--- src/rtl/core/chma_pkg.sv ---
// Shared constants, sequencer state type and arctangent table for the compass
// heading core. No dependencies; imported by compass_heading_with_moving_average_core.
package chma_pkg;

  // Window length of each axis ring and number of CORDIC micro-rotations
  localparam int unsigned WINDOW       = 5;
  localparam int unsigned CORDIC_STEPS = 16;

  // Sample and ring sum widths
  localparam int unsigned AXIS_W = 16;
  localparam int unsigned SUM_W  = $clog2(WINDOW * 32768) + 1;
  localparam int unsigned SLOT_W = (WINDOW > 1) ? $clog2(WINDOW) : 1;

  // Reciprocal multiply for the window average: floor(n / WINDOW) for n < 2**SUM_W
  localparam int unsigned DIV_SH = SUM_W + 5;
  localparam int unsigned RECIP  = ((2 ** DIV_SH) + WINDOW - 1) / WINDOW;
  localparam int unsigned QUO_W  = 17;

  // Shared multiplier
  localparam int unsigned MUL_W  = 27;
  localparam int unsigned PROD_W = 2 * MUL_W;

  // CORDIC datapath
  localparam int unsigned CRD_W        = 27;
  localparam int unsigned ANG_W        = 26;
  localparam int unsigned PRE_SH       = 8;
  localparam int unsigned CNT_W        = $clog2(CORDIC_STEPS);
  localparam int unsigned TAB_IDX_W    = 5;
  localparam int unsigned ATAN_ENTRIES = 24;
  localparam int signed   ANG_90       = 90 * 65536;

  // Angle to centidegree conversion and heading wrap
  localparam int signed   CONV_SCALE = 100;
  localparam int signed   CONV_ROUND = 32768;
  localparam int unsigned CONV_SH    = 16;
  localparam int unsigned CD_W       = 20;
  localparam int unsigned H_W        = 21;
  localparam int signed   CD_FULL    = 36000;
  localparam int signed   CD_HALF    = 18000;
  localparam int signed   DECL_RESET = -858;

  // Register map index (byte address 4 * index)
  typedef enum logic [1:0] {
    REG_OFFSET_X    = 2'd0,
    REG_OFFSET_Y    = 2'd1,
    REG_OFFSET_Z    = 2'd2,
    REG_DECLINATION = 2'd3
  } reg_idx_e;

  // Sequencer states
  typedef enum logic [2:0] {
    ST_IDLE,
    ST_DIV_MUL,
    ST_DIV_FIN,
    ST_PRE,
    ST_ITER,
    ST_CONV_MUL,
    ST_CONV_FIN,
    ST_DONE
  } seq_state_e;

  // atan(2**-i) in 1/65536 degree, rounded to nearest
  function automatic logic signed [ANG_W-1:0] atan_entry(input logic [TAB_IDX_W-1:0] idx);
    logic signed [ANG_W-1:0] v;
    unique case (idx)
      5'd0:    v = ANG_W'(2949120);
      5'd1:    v = ANG_W'(1740967);
      5'd2:    v = ANG_W'(919879);
      5'd3:    v = ANG_W'(466945);
      5'd4:    v = ANG_W'(234379);
      5'd5:    v = ANG_W'(117304);
      5'd6:    v = ANG_W'(58666);
      5'd7:    v = ANG_W'(29335);
      5'd8:    v = ANG_W'(14668);
      5'd9:    v = ANG_W'(7334);
      5'd10:   v = ANG_W'(3667);
      5'd11:   v = ANG_W'(1833);
      5'd12:   v = ANG_W'(917);
      5'd13:   v = ANG_W'(458);
      5'd14:   v = ANG_W'(229);
      5'd15:   v = ANG_W'(115);
      5'd16:   v = ANG_W'(57);
      5'd17:   v = ANG_W'(29);
      5'd18:   v = ANG_W'(14);
      5'd19:   v = ANG_W'(7);
      5'd20:   v = ANG_W'(4);
      5'd21:   v = ANG_W'(2);
      5'd22:   v = ANG_W'(1);
      default: v = '0;
    endcase
    return v;
  endfunction

endpackage

--- src/rtl/core/compass_heading_with_moving_average_core.sv ---
// Compass heading core: per-axis moving average, offset removal and CORDIC atan2.
// Depends on chma_pkg (constants, state type, arctangent table).
//
// Channel   Direction  Handshake               Payload
// s_axis    in         tvalid/tready           tdata: raw_x, raw_y, raw_z
// m_axis    out        tvalid/tready           tdata: field_x, field_y, field_z, heading
// apb       in         psel/penable/pready     offset_x, offset_y, offset_z, declination
//
// Each sample runs from acceptance to a loaded result through the single vectoring CORDIC,
// iterating once per cycle, and the shared multiplier, used once per axis and once for the
// angle scaling. A zero x/y vector skips the iterations. The sequencer returns to idle
// before it takes another sample, so no sample is accepted until the last one is through.
// s_axis_tready is high only while the sequencer is idle; the output register lets the
// sequencer go idle while a loaded result waits.
// Reset clears the rings, running sums, write slot, offsets and declination (-8.58 deg).
// A stalled m_axis holds the result and parks the sequencer until it is taken.
module compass_heading_with_moving_average_core
  import chma_pkg::*;
(
  input  logic        clk_i,
  input  logic        rst_ni,
  // Sample stream
  input  logic        s_axis_tvalid,
  output logic        s_axis_tready,
  input  logic [47:0] s_axis_tdata,   // [15:0] raw_x, [31:16] raw_y, [47:32] raw_z
  // Result stream
  output logic        m_axis_tvalid,
  input  logic        m_axis_tready,
  output logic [63:0] m_axis_tdata,   // [15:0] field_x, [31:16] field_y,
                                      // [47:32] field_z, [63:48] heading
  // Configuration port
  input  logic        psel,
  input  logic        penable,
  input  logic        pwrite,
  input  logic [3:0]  paddr,
  input  logic [31:0] pwdata,
  output logic [31:0] prdata,
  output logic        pready
);

  // State and registers
  seq_state_e state_q, state_d;
  logic [CNT_W-1:0] cnt_q, cnt_d;

  logic signed [AXIS_W-1:0] ring_q [3][WINDOW];
  logic signed [SUM_W-1:0]  sum_q  [3];
  logic [SLOT_W-1:0]        slot_q;

  logic signed [AXIS_W-1:0] off_q [3];
  logic signed [AXIS_W-1:0] decl_q;

  logic signed [AXIS_W-1:0] field_q [3];
  logic                     neg_q;
  logic signed [PROD_W-1:0] prod_q;

  logic signed [CRD_W-1:0]  x_q, y_q;
  logic signed [ANG_W-1:0]  a_q;
  logic [AXIS_W-1:0]        heading_q;

  logic        m_valid_q;
  logic [63:0] m_data_q;

  logic                     in_acc;
  logic                     out_free;
  logic [1:0]               ax;
  logic signed [AXIS_W-1:0] smp [3];

  assign in_acc   = s_axis_tvalid && s_axis_tready;
  assign out_free = !m_valid_q || m_axis_tready;
  assign ax       = cnt_q[1:0];

  assign smp[0] = s_axis_tdata[15:0];
  assign smp[1] = s_axis_tdata[31:16];
  assign smp[2] = s_axis_tdata[47:32];

  // Configuration port
  assign pready = 1'b1;

  always_comb begin
    unique case (reg_idx_e'(paddr[3:2]))
      REG_OFFSET_X:    prdata = 32'(off_q[0]);
      REG_OFFSET_Y:    prdata = 32'(off_q[1]);
      REG_OFFSET_Z:    prdata = 32'(off_q[2]);
      REG_DECLINATION: prdata = 32'(decl_q);
      default:         prdata = '0;
    endcase
  end

  always_ff @(posedge clk_i or negedge rst_ni) begin
    if (!rst_ni) begin
      off_q[0] <= '0;
      off_q[1] <= '0;
      off_q[2] <= '0;
      decl_q   <= AXIS_W'(DECL_RESET);
    end else if (psel && penable && pwrite && pready) begin
      unique case (reg_idx_e'(paddr[3:2]))
        REG_OFFSET_X:    off_q[0] <= pwdata[15:0];
        REG_OFFSET_Y:    off_q[1] <= pwdata[15:0];
        REG_OFFSET_Z:    off_q[2] <= pwdata[15:0];
        REG_DECLINATION: decl_q   <= pwdata[15:0];
        default:         ;
      endcase
    end
  end

  // Rings and running sums: replace the oldest entry and adjust the sum
  always_ff @(posedge clk_i or negedge rst_ni) begin
    if (!rst_ni) begin
      for (int k = 0; k < 3; k++) begin
        sum_q[k] <= '0;
        for (int e = 0; e < WINDOW; e++) begin
          ring_q[k][e] <= '0;
        end
      end
      slot_q <= '0;
    end else if (in_acc) begin
      for (int k = 0; k < 3; k++) begin
        ring_q[k][slot_q] <= smp[k];
        sum_q[k] <= sum_q[k] + SUM_W'(smp[k]) - SUM_W'(ring_q[k][slot_q]);
      end
      slot_q <= (slot_q == SLOT_W'(WINDOW - 1)) ? '0 : slot_q + 1'b1;
    end
  end

  // Shared multiplier operands: window reciprocal or angle scaling
  logic signed [SUM_W-1:0]  sum_sel;
  logic [SUM_W-1:0]         mag, mag_rnd;
  logic signed [MUL_W-1:0]  mul_a, mul_b;
  logic signed [PROD_W-1:0] prod;

  assign sum_sel = sum_q[ax];
  assign mag     = sum_sel[SUM_W-1] ? SUM_W'(-sum_sel) : SUM_W'(sum_sel);
  assign mag_rnd = mag + SUM_W'(WINDOW / 2);

  always_comb begin
    if (state_q == ST_DIV_MUL) begin
      mul_a = MUL_W'(mag_rnd);
      mul_b = MUL_W'(RECIP);
    end else begin
      mul_a = MUL_W'(a_q);
      mul_b = MUL_W'(CONV_SCALE);
    end
  end

  assign prod = mul_a * mul_b;

  // Finish one axis: quotient, sign, offset, saturate
  logic [QUO_W-1:0]          quo;
  logic signed [QUO_W:0]     quo_s;
  logic signed [QUO_W+1:0]   diff;
  logic signed [AXIS_W-1:0]  sat;

  assign quo   = prod_q[DIV_SH +: QUO_W];
  assign quo_s = neg_q ? -$signed({1'b0, quo}) : $signed({1'b0, quo});
  assign diff  = (QUO_W + 2)'(quo_s) - (QUO_W + 2)'(off_q[ax]);

  always_comb begin
    if (diff > $signed((QUO_W + 2)'(32767))) begin
      sat = 16'sh7fff;
    end else if (diff < -$signed((QUO_W + 2)'(32768))) begin
      sat = 16'sh8000;
    end else begin
      sat = AXIS_W'(diff);
    end
  end

  // CORDIC micro-rotation operands
  logic signed [CRD_W-1:0] x_in, y_in, xs, ys;
  logic signed [ANG_W-1:0] tab;
  logic                    zero_vec;

  assign x_in     = CRD_W'(field_q[0]) <<< PRE_SH;
  assign y_in     = CRD_W'(field_q[1]) <<< PRE_SH;
  assign zero_vec = (field_q[0] == '0) && (field_q[1] == '0);
  assign xs       = x_q >>> cnt_q;
  assign ys       = y_q >>> cnt_q;
  assign tab      = atan_entry(TAB_IDX_W'(cnt_q));

  // Centidegrees, less declination, wrapped into [0, 36000)
  logic signed [PROD_W-1:0] rnd;
  logic signed [CD_W-1:0]   cd;
  logic signed [H_W-1:0]    h0, h1, h2;

  assign rnd = prod_q + PROD_W'(CONV_ROUND);
  assign cd  = rnd[CONV_SH +: CD_W];
  assign h0  = H_W'(cd) - H_W'(decl_q);

  always_comb begin
    if (h0 > $signed(H_W'(CD_HALF))) begin
      h1 = h0 - H_W'(CD_FULL);
    end else if (h0 < -$signed(H_W'(CD_HALF))) begin
      h1 = h0 + H_W'(CD_FULL);
    end else begin
      h1 = h0;
    end
    h2 = h1[H_W-1] ? h1 + H_W'(CD_FULL) : h1;
  end

  // Sequencer: state register
  always_ff @(posedge clk_i or negedge rst_ni) begin
    if (!rst_ni) begin
      state_q <= ST_IDLE;
      cnt_q   <= '0;
    end else begin
      state_q <= state_d;
      cnt_q   <= cnt_d;
    end
  end

  // Sequencer: next state
  always_comb begin
    state_d       = state_q;
    cnt_d         = cnt_q;
    s_axis_tready = 1'b0;
    unique case (state_q)
      ST_IDLE: begin
        s_axis_tready = 1'b1;
        if (s_axis_tvalid) begin
          state_d = ST_DIV_MUL;
          cnt_d   = '0;
        end
      end
      ST_DIV_MUL: state_d = ST_DIV_FIN;
      ST_DIV_FIN: begin
        if (ax == 2'd2) begin
          state_d = ST_PRE;
          cnt_d   = '0;
        end else begin
          state_d = ST_DIV_MUL;
          cnt_d   = cnt_q + 1'b1;
        end
      end
      ST_PRE: begin
        state_d = zero_vec ? ST_CONV_MUL : ST_ITER;
        cnt_d   = '0;
      end
      ST_ITER: begin
        if (cnt_q == CNT_W'(CORDIC_STEPS - 1)) begin
          state_d = ST_CONV_MUL;
          cnt_d   = '0;
        end else begin
          cnt_d = cnt_q + 1'b1;
        end
      end
      ST_CONV_MUL: state_d = ST_CONV_FIN;
      ST_CONV_FIN: state_d = ST_DONE;
      ST_DONE: begin
        if (out_free) begin
          state_d = ST_IDLE;
        end
      end
      default: state_d = ST_IDLE;
    endcase
  end

  // Datapath registers advanced by the sequencer
  always_ff @(posedge clk_i) begin
    unique case (state_q)
      ST_DIV_MUL: begin
        prod_q <= prod;
        neg_q  <= sum_sel[SUM_W-1];
      end
      ST_DIV_FIN: field_q[ax] <= sat;
      ST_PRE: begin
        if (zero_vec) begin
          a_q <= '0;
        end else if (x_in[CRD_W-1]) begin
          // Left half plane: turn the vector by a quarter first
          if (!y_in[CRD_W-1]) begin
            x_q <= y_in;
            y_q <= -x_in;
            a_q <= ANG_W'(ANG_90);
          end else begin
            x_q <= -y_in;
            y_q <= x_in;
            a_q <= -ANG_W'(ANG_90);
          end
        end else begin
          x_q <= x_in;
          y_q <= y_in;
          a_q <= '0;
        end
      end
      ST_ITER: begin
        // Rotate toward y = 0
        if (!y_q[CRD_W-1]) begin
          x_q <= x_q + ys;
          y_q <= y_q - xs;
          a_q <= a_q + tab;
        end else begin
          x_q <= x_q - ys;
          y_q <= y_q + xs;
          a_q <= a_q - tab;
        end
      end
      ST_CONV_MUL: prod_q <= prod;
      ST_CONV_FIN: heading_q <= AXIS_W'(h2);
      default: ;
    endcase
  end

  // Output register: load when free, drop valid once taken
  always_ff @(posedge clk_i or negedge rst_ni) begin
    if (!rst_ni) begin
      m_valid_q <= 1'b0;
    end else if (state_q == ST_DONE && out_free) begin
      m_valid_q <= 1'b1;
    end else if (m_axis_tready) begin
      m_valid_q <= 1'b0;
    end
  end

  always_ff @(posedge clk_i) begin
    if (state_q == ST_DONE && out_free) begin
      m_data_q <= {heading_q, field_q[2], field_q[1], field_q[0]};
    end
  end

  assign m_axis_tvalid = m_valid_q;
  assign m_axis_tdata  = m_data_q;

  // Checks
  a_accept_starts_div: assert property (@(posedge clk_i) disable iff (!rst_ni)
    in_acc |=> (state_q == ST_DIV_MUL) && (cnt_q == '0))
    else $error("accepted sample did not start the averaging pass");

  a_result_from_done: assert property (@(posedge clk_i) disable iff (!rst_ni)
    $rose(m_axis_tvalid) |-> $past(state_q == ST_DONE))
    else $error("result raised outside the completion state");

  a_heading_range: assert property (@(posedge clk_i) disable iff (!rst_ni)
    m_axis_tvalid |-> (m_axis_tdata[63:48] < 16'(CD_FULL)))
    else $error("heading outside [0, 36000)");

  a_iter_bound: assert property (@(posedge clk_i) disable iff (!rst_ni)
    (state_q == ST_ITER) |-> (32'(cnt_q) < CORDIC_STEPS))
    else $error("CORDIC step count overran");

endmodule

--- config.mk ---
export PLATFORM = sky130hd
export DESIGN_NAME = compass_heading_with_moving_average_core
export DESIGN_NICKNAME = d
export VERILOG_FILES = /design/src/rtl/core/chma_pkg.sv /design/src/rtl/core/compass_heading_with_moving_average_core.sv
export SDC_FILE = /design/constraint.sdc
export NUM_CORES = 2
export LEC_CHECK = 0
export ABC_AREA = 0
export ABC_CLOCK_PERIOD_IN_PS = 10800
export BUFFER_PORTS_ARGS = -buffer_cell sky130_fd_sc_hd__buf_4
export CAP_MARGIN = 10
export CORE_MARGIN = 2
export CORE_UTILIZATION = 45
export CTS_CLUSTER_SIZE = 12
export DETAILED_ROUTE_END_ITERATION = 10
export PLACE_DENSITY_LB_ADDON = 0.05
export RECOVER_POWER = 25
export SLEW_MARGIN = 20
export SYNTH_ARGS = -nofsm -noshare
export SYNTH_HDL_FRONTEND = slang
export SYNTH_SLANG_ARGS = --single-unit
--- constraint.sdc ---
create_clock -name clk_i -period 10.8 [get_ports clk_i]
set_clock_uncertainty 0.15 [all_clocks]
set_input_delay 1.62 -clock clk_i [delete_from_list [all_inputs] [get_ports clk_i]]
set_output_delay 1.62 -clock clk_i [all_outputs]
set_load 0.1 [all_outputs]
==> impl_metrics.csv <==
group,metric,value,unit
die,die-width,342,µm
layout,mostFrequentLayoutCells,"inv_1 (727), nand2_1 (458), ha_1 (432), o21ai_0 (372), dfrtp_1 (355)",
die,die-area,117000,µm²
clocking,cts_buffer_depth,3,
worst_setup_path,cp.buffers_inverters,5,
synthesis,seq_area_frac_synth,0.318,
timing,tightest_slew,4620,ps
clocking,cts_resized,0,
placement,dp.cells,6737,
synthesis,synthTopCellsByArea,"dfrtp_1 (18%), edfxtp_1 (14%), fa_1 (11%)",
grt,track_usage,0.242,
layout,num-fill-cells,10800,
worst_setup_path,end_kind,"flop",
worst_setup_path,r2r-end,"prod_q[40]",
timing,drv_slew,337,
synthesis,syn_inst,5153,
clocking,cts_root_buffer,"clkbuf_16",
layout,area_growth,10.6,%
synthesis,synth_warnings,0,
timing,final-hold-violation-count,0,
placement,place_congestion,0.885,
synthesis,synthArstFlopShare,0.613,
timing,setup_ws,795,ps
placement,place_ws,472,ps
clocking,cts_tree,"built",
clocking,cts_buffers,76,
die,core,114000,µm²
detailed_routing,post_drt_wl_per_cell,20.3,µm
placement,dp.final_hpwl,107000,µm
worst_setup_path,crit_top_cell,"fa_1",
synthesis,yosys.area.top_type,"dfrtp_1",
detailed_routing,drt_iter0_drc,2368,
die,die_height,342,µm
synthesis,syn-cell-area,51400,µm²
timing,setup_viol,0,
grt,first_global_vias,37000,
detailed_routing,vias,36600,
worst_setup_path,cp-start-kind,"flop",
hold_path,hp-class,"reg -> reg",
synthesis,synth_cell_type_count,111,
synthesis,avgSynthCellArea,9.98,µm²
run_status,violations,"max-capacitance violations, max-slew violations",
worst_setup_path,r2r-start,"cnt_q[0]",
hold_path,hold_depth,0,
worst_setup_path,path_class,"reg -> reg",
synthesis,synth_top_area_frac,0.176,
grt,grt_first_pass_wirelength,219000,µm
run,drv_cap,4,
synthesis,synth_edf_count,235,
clocking,path_clk_slew,60,ps
die,rows,124,
layout,multi_input_area,31500,µm²
layout,final_layout_size_suffix_gt1_frac,0.151,
detailed_routing,routed_wl,139000,µm
hold_path,hold_path_end,"m_axis_tdata[61]",
timing,fmax,100,MHz
timing,period_needed,10000,ps
timing,relSlewSlack,-2.08,
detailed_routing,ant_nets,0,
worst_setup_path,critical-path-max-stage-delay,600,ps
grt,grt_max_degree,146,
layout,instances_no_fill,6878,
clocking,holdBufCountCts,0,
synthesis,ys_ff_latch,607,
hold_path,hold_start,"heading_q[13]",
worst_setup_path,worst-r2r-cell-count,36,
layout,final_core_util,0.500,
worst_setup_path,worstPathRequired,11040,ps
worst_setup_path,critical-path-top-delay-family,"adder cells",
clocking,clock_sinks,607,
clocking,clock_latency,690,ps
synthesis,synth_flop_cell,"dfrtp_1",
timing,period_share,0.926,
clocking,cts-htree-levels,3,
worst_setup_path,crit_slowest_cell,"dfrtp_4",
worst_setup_path,ff2ff_setup_slack,800,ps
clocking,post_cts_buffers,0,
detailed_routing,drtPass1Iterations,7,
worst_setup_path,critical_path.max_fanout,19,
layout,fin_nets,6101,
grt,antenna_found_initial,8,
detailed_routing,drc,0,
placement,numPortBuffers,170,
layout,final_common_cell,"inv_1",
die,start_util,0.452,
detailed_routing,viasPerCell,5.32,
die,pin_count,190,
grt,overflow,0,
worst_setup_path,crit_arrival,10250,ps
layout,seq_area,16400,µm²
run_status,status,"finished with violations",
## sequential cells by signal (all words and copies together) (netlist names), 4 cells and up
signal	cells
cnt_q	4
ring_q	240
x_q	27
heading_q	16
sum_q	57
field_q	48
a_q	26
m_axis_tdata	64
decl_q	16
prod_q	26
y_q	27
off_q	48
## cells in the mapped netlist (all sizes together) (142+ instances only)
library cell,instances
nor2,260
clkbuf,142
inv,729
ha,432
xnor2,216
nand2,463
a21oi,221
edfxtp,235
mux2,234
o21ai,379
fa,275
dfrtp,362
## worst max-delay path by stage
stage | startpoint | to | slack [ps] | cells after the start
floorplan | cnt_q[1] | prod_q[40] | 1360 | 41
global placement | cnt_q[1] | prod_q[40] | 560 | 36
detailed placement | cnt_q[1] | prod_q[40] | 470 | 38
CTS | cnt_q[1] | prod_q[40] | 450 | 38
global route | cnt_q[1] | prod_q[40] | -20 | 38
finish | cnt_q[0] | prod_q[40] | 800 | 36
## through the flow
step / setup TNS (ps) / hold WS (ps) / instance area [µm²]
5_1_grt: -20.4 / 267 / 56900
3_5_place_dp: 0 / 256 / 54400
6_report: 0 / 260 / 56900
3_3_place_gp: 0 / 254 / 54400
4_1_cts: 0 / 261 / 57000
2_1_floorplan: 0 / 250 / 51600
## logic make-up after synthesis
group	Yosys count	share of synthesized area
and+or+nand+nor	1152	0.105
xor gates and xnor gates	353	0.0602
adders and majority gates	707	0.212
buffers and inverters	949	0.0740
AOI/OAI and AO/OA	958	0.115
DFF	607	0.318
muxes	425	0.116
other	2	0.000146
## metal layers
layer / vias to the layer above / global-route usage / part of all wire
li1: 17900 / - / -
met1: 18000 / 0.330 / 0.46
met2: 591 / 0.403 / 0.48
met3: 160 / 0.0424 / 0.045
met4: 12 / 0.0532 / 0.021
met5: - / 0 / 0.00064
## area by class of cell
cell class              instances  share of cell area
multi-input cells            3641               0.554
flip-flops and latches        607               0.288
inverters                     731              0.0482
clock buffers                 101              0.0379
well taps                    1512              0.0332
repair buffers                246              0.0319
clock inverters                37             0.00690
diodes                          3            0.000132
Power is left out: the tool's default activity adds up to more than one toggle a clock period on the data nets, which glitch-free logic cannot reach.
